===== config.mk =====
export PLATFORM = sky130hd
export DESIGN_NAME = morse_paddle_element_latch_unit
export DESIGN_NICKNAME = d
export VERILOG_FILES = /design/src/rtl/mpel_pkg.sv /design/src/rtl/morse_paddle_element_latch_unit.sv /design/src/rtl/mpel_regs.sv /design/src/rtl/mpel_core.sv
export SDC_FILE = /design/constraint.sdc
export NUM_CORES = 1
export LEC_CHECK = 0
export ABC_AREA = 1
export BUFFER_PORTS_ARGS = -buffer_cell sky130_fd_sc_hd__buf_4
export CAP_MARGIN = 20
export CORE_AREA = 2 2 60 62
export DETAILED_ROUTE_END_ITERATION = 10
export DIE_AREA = 0 0 62 64
export PLACE_DENSITY = 0.82
export SYNTH_ARGS = -nofsm -noshare
export SYNTH_HDL_FRONTEND = slang
export SYNTH_SLANG_ARGS = --single-unit

===== constraint.sdc =====
create_clock -name clk -period 4.55 [get_ports clk]
set_clock_uncertainty 0.2 [all_clocks]
set_input_delay 0.2275 -clock clk [delete_from_list [all_inputs] [get_ports clk]]
set_output_delay 0.2275 -clock clk [all_outputs]
set_load 0.03 [all_outputs]

===== src/rtl/mpel_pkg.sv =====
package mpel_pkg;

    // paddle element codes
    localparam logic [1:0] ELEM_NONE = 2'd0;
    localparam logic [1:0] ELEM_DIT  = 2'd1;
    localparam logic [1:0] ELEM_DAH  = 2'd2;

    // pressed pair with both paddles down
    localparam logic [1:0] BOTH_MASK = 2'b11;

    // keyer modes (value 3 acts as iambic b)
    localparam logic [1:0] MODE_IAMBIC_A  = 2'd0;
    localparam logic [1:0] MODE_IAMBIC_B  = 2'd1;
    localparam logic [1:0] MODE_ULTIMATIC = 2'd2;

    // request types
    localparam logic [1:0] REQ_SAMPLE = 2'd0;
    localparam logic [1:0] REQ_FETCH  = 2'd1;
    localparam logic [1:0] REQ_CLEAR  = 2'd2;

    // register index of keyer_mode
    localparam logic REG_KEYER_MODE = 1'b0;

    // configuration seen by the core
    typedef struct packed {
        logic [1:0] mode;
        logic       clear;
    } cfg_t;

    // element status carried to the result word
    typedef struct packed {
        logic [1:0] current_element;
        logic [1:0] next_element;
        logic       touched;
    } status_t;

    // dah for dah-less, dit for dah
    function automatic logic [1:0] opposite_of(input logic [1:0] el);
        logic [1:0] res;
        res = (el == ELEM_DAH) ? ELEM_DIT : ELEM_DAH;
        return res;
    endfunction

endpackage


===== src/rtl/morse_paddle_element_latch_unit.sv =====
// channel   | dir | fields (low bit first)
// s_axis    | in  | req_type[1:0], left_contact_n[2], right_contact_n[3]
// m_axis    | out | current_element[1:0], next_element[3:2], touched[4]
// apb       | in  | keyer_mode at byte address 0
//
// one word per cycle while the result is not stalled; each word gives one result word
// path: input register, element state update, result register
// rst_n clears the element state, keyer_mode and both valid flags
// a stalled result holds; the input register keeps taking words while the
// result register is free or being taken in the same cycle
module morse_paddle_element_latch_unit
(
    input  logic        clk,
    input  logic        rst_n,
    // apb configuration
    input  logic        psel,
    input  logic        penable,
    input  logic        pwrite,
    input  logic [2:0]  paddr,
    input  logic [31:0] pwdata,
    output logic [31:0] prdata,
    output logic        pready,
    // request stream
    input  logic        s_axis_tvalid,
    output logic        s_axis_tready,
    input  logic [7:0]  s_axis_tdata,   // req_type[1:0], left_contact_n[2], right_contact_n[3]
    // status stream
    output logic        m_axis_tvalid,
    input  logic        m_axis_tready,
    output logic [7:0]  m_axis_tdata    // current_element[1:0], next_element[3:2], touched[4]
);

    mpel_pkg::cfg_t    cfg;
    mpel_pkg::status_t status_next;

    logic              in_valid_reg;
    logic              in_valid_next;
    logic [3:0]        in_data_reg;
    logic              out_valid_reg;
    logic              out_valid_next;
    mpel_pkg::status_t out_data_reg;
    logic              advance;
    logic              s_fire;

    mpel_regs u_regs
    (
        .clk     (clk),
        .rst_n   (rst_n),
        .psel    (psel),
        .penable (penable),
        .pwrite  (pwrite),
        .paddr   (paddr),
        .pwdata  (pwdata),
        .prdata  (prdata),
        .pready  (pready),
        .cfg     (cfg)
    );

    // pipeline control
    assign advance       = in_valid_reg && (!out_valid_reg || m_axis_tready);
    assign s_axis_tready = !in_valid_reg || advance;
    assign s_fire        = s_axis_tvalid && s_axis_tready;

    always_comb
    begin
        in_valid_next  = s_fire ? 1'b1 : (advance ? 1'b0 : in_valid_reg);
        out_valid_next = advance ? 1'b1 : ((m_axis_tready) ? 1'b0 : out_valid_reg);
    end

    mpel_core u_core
    (
        .clk             (clk),
        .rst_n           (rst_n),
        .cfg             (cfg),
        .step_en         (advance),
        .req_type        (in_data_reg[1:0]),
        .left_contact_n  (in_data_reg[2]),
        .right_contact_n (in_data_reg[3]),
        .status_next     (status_next)
    );

    // valid flags
    always_ff @(posedge clk or negedge rst_n)
    begin
        if (!rst_n)
        begin
            in_valid_reg  <= 1'b0;
            out_valid_reg <= 1'b0;
        end
        else
        begin
            in_valid_reg  <= in_valid_next;
            out_valid_reg <= out_valid_next;
        end
    end

    // payload registers
    always_ff @(posedge clk)
    begin
        if (s_fire)
        begin
            in_data_reg <= s_axis_tdata[3:0];
        end
        if (advance)
        begin
            out_data_reg <= status_next;
        end
    end

    assign m_axis_tvalid = out_valid_reg;
    assign m_axis_tdata  = {3'd0, out_data_reg.touched, out_data_reg.next_element,
                            out_data_reg.current_element};

endmodule


===== src/rtl/mpel_regs.sv =====
module mpel_regs
(
    input  logic                clk,
    input  logic                rst_n,
    input  logic                psel,
    input  logic                penable,
    input  logic                pwrite,
    input  logic [2:0]          paddr,
    input  logic [31:0]         pwdata,
    output logic [31:0]         prdata,
    output logic                pready,
    output mpel_pkg::cfg_t      cfg
);

    logic [1:0] mode_reg;
    logic [1:0] mode_next;
    logic       wr_en;

    // write strobe for keyer_mode
    assign pready = 1'b1;
    assign wr_en  = psel && penable && pwrite && (paddr[2] == mpel_pkg::REG_KEYER_MODE);

    always_comb
    begin
        mode_next = mode_reg;
        if (wr_en)
        begin
            mode_next = pwdata[1:0];
        end
    end

    always_ff @(posedge clk or negedge rst_n)
    begin
        if (!rst_n)
        begin
            mode_reg <= mpel_pkg::MODE_IAMBIC_A;
        end
        else
        begin
            mode_reg <= mode_next;
        end
    end

    // a changed mode clears the element state but not the touched flag
    assign cfg.mode  = mode_reg;
    assign cfg.clear = wr_en && (pwdata[1:0] != mode_reg);

    // read back
    assign prdata = (paddr[2] == mpel_pkg::REG_KEYER_MODE) ? {30'd0, mode_reg} : 32'd0;

endmodule


===== src/rtl/mpel_core.sv =====
module mpel_core
(
    input  logic                clk,
    input  logic                rst_n,
    input  mpel_pkg::cfg_t      cfg,
    input  logic                step_en,
    input  logic [1:0]          req_type,
    input  logic                left_contact_n,
    input  logic                right_contact_n,
    output mpel_pkg::status_t   status_next
);

    logic [1:0] last_reg;
    logic [1:0] last_next;
    logic [1:0] latch_reg;
    logic [1:0] latch_next;
    logic [1:0] cur_reg;
    logic [1:0] cur_next;
    logic [1:0] nxt_reg;
    logic [1:0] nxt_next;
    logic       touch_reg;
    logic       touch_next;
    logic [1:0] pressed;
    logic [1:0] latch_upd;
    logic       is_ult;

    assign pressed = {~right_contact_n, ~left_contact_n};
    assign is_ult  = (cfg.mode == mpel_pkg::MODE_ULTIMATIC);

    // new ultimatic latch: first press, or last-pressed wins
    always_comb
    begin
        if (latch_reg == 2'd0)
        begin
            latch_upd = (pressed == mpel_pkg::BOTH_MASK) ? mpel_pkg::ELEM_DAH : pressed;
        end
        else
        begin
            latch_upd = (latch_reg ^ pressed) & pressed;
        end
    end

    // next state for one request
    always_comb
    begin
        last_next  = last_reg;
        latch_next = latch_reg;
        cur_next   = cur_reg;
        nxt_next   = nxt_reg;
        touch_next = touch_reg;
        if (step_en)
        begin
            unique case (req_type)
                mpel_pkg::REQ_SAMPLE:
                begin
                    if (pressed != last_reg)
                    begin
                        if (pressed != 2'd0)
                        begin
                            touch_next = 1'b1;
                        end
                        priority if (is_ult && (latch_reg != pressed))
                        begin
                            latch_next = latch_upd;
                            nxt_next   = latch_upd;
                        end
                        else if (pressed == mpel_pkg::BOTH_MASK)
                        begin
                            nxt_next = (cur_reg == mpel_pkg::ELEM_NONE)
                                     ? mpel_pkg::ELEM_DAH
                                     : mpel_pkg::opposite_of(cur_reg);
                        end
                        else if (pressed == 2'd0)
                        begin
                            if (cfg.mode == mpel_pkg::MODE_IAMBIC_A)
                            begin
                                nxt_next = mpel_pkg::ELEM_NONE;
                            end
                        end
                        else
                        begin
                            nxt_next = pressed;
                        end
                        last_next = pressed;
                    end
                end
                mpel_pkg::REQ_FETCH:
                begin
                    cur_next = nxt_reg;
                    if ((last_reg == mpel_pkg::BOTH_MASK) && !is_ult)
                    begin
                        nxt_next = mpel_pkg::opposite_of(nxt_reg);
                    end
                end
                mpel_pkg::REQ_CLEAR:
                begin
                    touch_next = 1'b0;
                end
                default:
                begin
                    touch_next = touch_reg;
                end
            endcase
        end
    end

    // element state, cleared on a mode change except for the touched flag
    always_ff @(posedge clk or negedge rst_n)
    begin
        if (!rst_n)
        begin
            last_reg  <= 2'd0;
            latch_reg <= 2'd0;
            cur_reg   <= mpel_pkg::ELEM_NONE;
            nxt_reg   <= mpel_pkg::ELEM_NONE;
            touch_reg <= 1'b0;
        end
        else if (cfg.clear)
        begin
            last_reg  <= 2'd0;
            latch_reg <= 2'd0;
            cur_reg   <= mpel_pkg::ELEM_NONE;
            nxt_reg   <= mpel_pkg::ELEM_NONE;
        end
        else
        begin
            last_reg  <= last_next;
            latch_reg <= latch_next;
            cur_reg   <= cur_next;
            nxt_reg   <= nxt_next;
            touch_reg <= touch_next;
        end
    end

    assign status_next.current_element = cur_next;
    assign status_next.next_element    = nxt_next;
    assign status_next.touched         = touch_next;

endmodule

==> results of run 1 <==
cell usage after synthesis:
library cell   n  area (um^2)
inv_2          2         7.51
nand4_1        1         6.26
nand2_2        4         25.0
nand2_1       43          161
dfrtp_1       13          325
o21ai_1        2         10.0
a21boi_1       1         7.51
nand3_1       13         65.1
conb_1         2         7.51
buf_4         34          255
inv_1         28          105
a21oi_1        7         35.0
o21ai_0        6         30.0
o21a_1         1         7.51
nor3_1         1         5.00
nor2_4         1         11.3
nor2_1        14         52.6
edfxtp_1       9          270
ha_1           2         25.0
xnor2_1        2         17.5
a21o_2         1         8.76
xor2_1         1         8.76
metrics by stage:
stage / utilization, % / power [uW]
after floorplan: - / 538
after global placement: 46.7 / 578
after detailed placement: 46.7 / 587
after CTS: 50.0 / 682
after global routing: 50.0 / 736
final: 50.0 / 679
what timing repair did:
item	4_1_cts	5_1_grt
endpoints found under the hold margin	20	0
hold buffers	8	0
gates resized for setup	0	0
cell families (layout without fill, tap and decap cells):
group / after synthesis / in the layout / synth area share [%]
adder cells (fa/ha/maj): 2 / 2 / 1.73
XOR/XNOR: 3 / 3 / 1.82
buffers and inverters: 64 / 64 / 25.4
AND/OR/NAND/NOR: 77 / 77 / 22.6
other: 2 / 34 / 0.519
AO/OA/AOI/OAI: 18 / 18 / 6.83
flip-flops: 22 / 22 / 41.1
worst min-delay path: stages:
cell and delay, ps:
buf_4 90, nor2_1 40, a21oi_1 110
area by class of cell:
class	instances	share of cell area [%]
clock buffers	4	1.60
flip-flops and latches	22	36.3
multi-input cells	134	36.8
well taps	46	3.51
repair buffers	30	14.9
inverters	30	6.86
per-layer routing:
layer	part of all wire (%)	routed length (um)
met5	0	0
met4	0.32	8
met1	43	1070
met2	51	1260
met3	5.5	136
where the power goes:
| group | leakage [uW] | switching [uW] | internal (uW) |
|---|---|---|---|
| sequential | 0.000247 | 35.9 | 265 |
| clock | 0.0000150 | 58.3 | 34.2 |
| combinational | 0.000636 | 188 | 97.2 |
| total | 0.000898 | 282 | 397 |
worst max-delay path by stage:
stage | to | from | cells after the start | slack, ps
after floorplan | m_axis_tdata[2] | in_data_reg[3] | 12 | 2800
after global placement | m_axis_tdata[2] | in_data_reg[3] | 12 | 2620
after detailed placement | m_axis_tdata[2] | in_data_reg[3] | 12 | 2600
after CTS | m_axis_tdata[2] | in_data_reg[3] | 12 | 2580
after global routing | m_axis_tdata[2] | in_data_reg[2] | 11 | 2460
final | m_axis_tdata[2] | in_data_reg[3] | 12 | 2580
==> results.yml, run 1 <==
run_status:
  status: "complete, but fails checks"
  violations: "hold timing"
power:
  power_density_nw_per_um2: 414
  power_leakage_uw: 0.000898
  ir_worst_vdd_uv: 214
cts:
  clk_pin_slew_ps: 120
  clk_latency_ps: 310
  post_cts_buffers: 0
  cts-buffers-inserted: 3
  numClockSinks: 22
  clockBufferDepth: 2
  cts.htree.levels: 1
  clockRootBuffer: "clkbuf_4"
  cts_tree: "yes"
layout:
  area_growth_pct: 13.4
  drive_above_1_share_pct: 15.0
  fin_nets: 273
  multi_input_area_um2: 604
  final_cell_mix: "nand2_1, conb_1, inv_1"
  final_cells: 266
  antenna_cells: 0
  design_area_um2: 1640
  largest_reg_flops: 5
  fill_cells: 332
  layout_commonest_cell: "nand2_1"
  regArea_um2: 596
setup_path:
  critPathMaxFanout: 6
  cpMaxStageDelayCell: "edfxtp_1"
  cp-start-kind: "flop"
  endpoint_kind: "flop"
  r2r_end: "m_axis_tdata[2]"
  worstSetupPathType: "reg -> reg"
  crit_arrival_ps: 1850
  r2r_slack_ps: 2580
  r2r-start: "in_data_reg[3]"
  crit_path_cell_trace: "inv_1 -> ha_1 -> nand2_1 -> nand3_1 -> nand2_1 -> inv_1 -> nand2_1 -> nand3_1 -> nand2_1 -> nand2_1 -> nand2_1 -> inv_1"
  cpPeakStageDelay_ps: 500
  r2r_cells: 12
  cp.buffers_inverters: 3
  cpMostUsedCell: "nand2_1"
  critPathRequiredTime_ps: 4440
  crit_family: "simple AND/OR/NAND/NOR gates"
global_routing:
  grtUsageMet3_pct: 3.24
  use_met2_pct: 22.5
  grt_pass1_wl_mm: 3.93
  grt_overflow: 0
  grt_util_all_layers_pct: 13.1
  grt_max_degree: 14
  grt_use_met1_pct: 16.7
  antenna_found_initial: 0
  grt_pass1_vias: 932
  top_usage_layer: "met2"
detailed_routing:
  first_pass_iters: 4
  ant_nets: 0
  wl_per_cell_um: 9.29
  drc: 0
  drt_first_iter_violations: 17
  vias: 1137
  vias_per_cell: 4.27
  finalWirelength_mm: 2.47
floorplan:
  placementRows: 21
  coreArea_um2: 3280
  ios: 93
  die_area_um2: 3970
  die_y_um: 64
  die_w_um: 62
  initial_core_util_pct: 44.1
place:
  postPlaceCellArea_um2: 1540
  gp_congestion: 0.891
  preCtsSetupSlack_ps: 2600
  io_buffers: 22
  dp.cells: 254
  dpl.hpwl_mm: 1.89
yosys:
  synth_cells: 188
  ys_types: 22
  avgSynthCellArea_um2: 7.70
  synth.cell_area_um2: 1450
  synth_warnings: 0
  synth_seq_area_share_pct: 41.1
  ys_ff_latch: 22
timing:
  post-route-period-util_pct: 43.3
  fin_tns_setup_ps: 0
  min_period_ps: 1970
  rsz0062_at_grt: "no"
  setup_ws_ps: 2580
  finalMaxSlewViolations: 0
  hold_viol: 1
  whs_ps: -1.58
  max_freq_mhz: 508
  setup_viol: 0
hold_path:
  hold_depth: 3
  hp-class: "in -> reg"
  whs_endpoint: "u_regs.mode_reg[1]"
  hp-start: "pwdata[1]"
job:
  maxCapViolCount: 0
Power figures use the tool's default switching activity.
==> run 2, diff against run 1 <==
Settings changed: ABC_AREA 1 to 0, CORE_AREA 2 2 60 62 to 2 2 64 66, DIE_AREA 0 0 62 64 to 0 0 66 68, PLACE_DENSITY 0.82 to 0.75.
Clock period 4.55 ns to 1.7 ns, I/O delays scaled along.
==> results.yml, run 2 <==
layout:
  layout_commonest_cell: "buf_4"
  fill_cells: 346
  regArea_um2: 597
  fin_util_pct: 48.9
  area_growth_pct: 34.3
  final_cell_mix: "buf_4, conb_1, dfrtp_1"
  drive_above_1_share_pct: 36.3
  antenna_cells: 0
  multi_input_area_um2: 716
  fin_nets: 246
  largest_reg_flops: 5
cts:
  clockBufferDepth: 2
  numClockSinks: 22
  clk_pin_slew_ps: 80
  cts-buffers-inserted: 3
  cts_tree: "yes"
  cts.htree.levels: 1
  clockRootBuffer: "clkbuf_8"
  clk_latency_ps: 260
timing:
  setup_ws_ps: -234
  post-route-period-util_pct: 114
  max_freq_mhz: 517
  hold_viol: 0
  whs_ps: 68.8
  setup_viol: 7
  min_period_ps: 1930
  rsz0062_at_grt: "yes"
  finalMaxSlewViolations: 0
  max_slew_margin_pct: 66.9
  worst_pin_slew_ps: 490
hold_path:
  hp-class: "in -> reg"
  hp-start: "m_axis_tready"
  hold_depth: 5
  whs_endpoint: "in_valid_reg"
floorplan:
  die_area_um2: 4490
  die_y_um: 68
  ios: 93
  placementRows: 23
  initial_core_util_pct: 36.4
  die_w_um: 66
  coreArea_um2: 3860
global_routing:
  grt_max_degree: 14
  grt_pass1_vias: 962
  antenna_found_initial: 0
  grt_util_all_layers_pct: 12.6
  grt_use_met1_pct: 15.9
  grt_overflow: 0
  grtUsageMet3_pct: 2.96
  grt_pass1_wl_mm: 4.29
  use_met2_pct: 21.3
  top_usage_layer: "met2"
yosys:
  ys_types: 36
  synth.cell_area_um2: 1400
  synth_cells: 139
  synth_edf_count: 9
  ys_ff_latch: 22
  async_flop_share_pct: 59.1
  synth_top_cell_area_share_pct: 23.2
  yosysMostFrequentCell: "buf_4"
  yosys.area.top_type: "dfrtp_1"
  synth_warnings: 0
  avgSynthCellArea_um2: 10.1
  synth_seq_area_share_pct: 42.4
  synthTopCellsByCount: "buf_4, dfrtp_1, edfxtp_1, nand2_1, nor2_1"
  ys.flop_type: "dfrtp_1"
  synthTopCellsByArea: "dfrtp_1, edfxtp_1, buf_4"
setup_path:
  cp-start-kind: "flop"
  crit_path_cell_trace: "xor2_1 -> a2111oi_4 -> o21bai_1 -> o22ai_2"
  critPathRequiredTime_ps: 1510
  r2r_cells: 4
  r2r_slack_ps: -230
  worstSetupPathType: "reg -> reg"
  cpMaxStageDelayCell: "a2111oi_4"
  r2r_end: "m_axis_tdata[3]"
  critPathMaxFanout: 4
  endpoint_kind: "flop"
  r2r-start: "in_data_reg[2]"
  cpPeakStageDelay_ps: 480
  crit_arrival_ps: 1740
detailed_routing:
  first_pass_iters: 4
  finalWirelength_mm: 2.56
  drc: 0
  vias_per_cell: 4.36
  vias: 1059
  ant_nets: 0
  wl_per_cell_um: 10.5
  drt_first_iter_violations: 42
power:
  power_leakage_uw: 0.000855
  power_density_nw_per_um2: 1070
  ir_worst_vdd_uv: 382
place:
  io_buffers: 22
  gp_congestion: 0.894
  dpl.hpwl_mm: 1.88
run_status:
  status: "complete, but fails checks"
  violations: "setup timing"
job:
  maxCapViolCount: 0
-- run 2: changes by cell type after synthesis, sizes merged, moves of 4 or more --
cell and delta:
nand2 -38, nand3 -13, nor2 -7, inv -25
nor2b +7, o21ai -4, mux2 +5
-- run 2: worst max-delay path by stage --
stage	start	end	slack (ps)	depth (start not counted)
final	in_data_reg[2]	m_axis_tdata[3]	-230	4
after global placement	in_data_reg[1]	m_axis_tdata[3]	-160	4
after floorplan	m_axis_tvalid	m_axis_tdata[3]	-120	4
after detailed placement	in_data_reg[1]	u_core.nxt_reg[1]	-190	5
after CTS	in_data_reg[3]	m_axis_tdata[3]	-150	4
after global routing	in_data_reg[2]	m_axis_tdata[3]	-300	4
-- run 2: logic make-up after synthesis --
logic type / after synthesis / synth area share (%)
flops: 22 / 42.4
xor+xnor: 4 / 2.50
compound gates: 25 / 13.2
mux: 7 / 5.44
simple gates: 36 / 14.0
buf+inv: 41 / 20.1
other cells: 2 / 0.535
fa+ha+maj: 2 / 1.78
-- run 2: report_power, final --
part           internal [uW]  total [uW]  switching, uW
registers                687         771           83.9
logic                    422         913            491
clock network            167         327            160
total                   1280        2010            735
-- run 2: stage by stage --
| stage | setup TNS, ps | area (um^2) | total power (uW) | cells | worst slack, ps |
|---|---|---|---|---|---|
| after CTS | -628 | 1860 | 1990 | 241 | -152 |
| after detailed placement | -937 | 1670 | 1600 | 226 | -194 |
| after floorplan | -400 | 1550 | 1360 | 171 | -122 |
| after global placement | -738 | 1670 | 1590 | 226 | -155 |
| after global routing | -1790 | 1890 | 2150 | 243 | -304 |
| final | -1160 | 1890 | 2010 | 243 | -234 |
-- run 2: metal layers --
metal  wire (um)  share of wire (%)
met1        1100                 43
met4          36                1.4
met3         137                5.3
met2        1290                 50
met5           0                  0
-- run 2: worst max-delay path, delay by kind of cell (launching register included) --
family / cells / cell delay, ps
DFF: 1 / 460
AOI/OAI and AO/OA: 3 / 780
xor gates and xnor gates: 1 / 230
-- run 2: layout make-up --
type / count / share of cell area, %
multi-input combinational: 108 / 38.0
sequential: 22 / 31.7
timing repair buffer: 54 / 23.7
tap: 50 / 3.32
clock buffer: 4 / 2.39
inverter: 5 / 0.995
-- run 2: what timing repair did --
item / CTS / global route
gates cloned: 0 / 0
resized for setup: 8 / 5
endpoints found under the hold margin: 20 / 0
pin swaps: 3 / 3
setup endpoints to repair: 7 / 9
hold buffers: 10 / 0
buffers inserted: 1 / 2
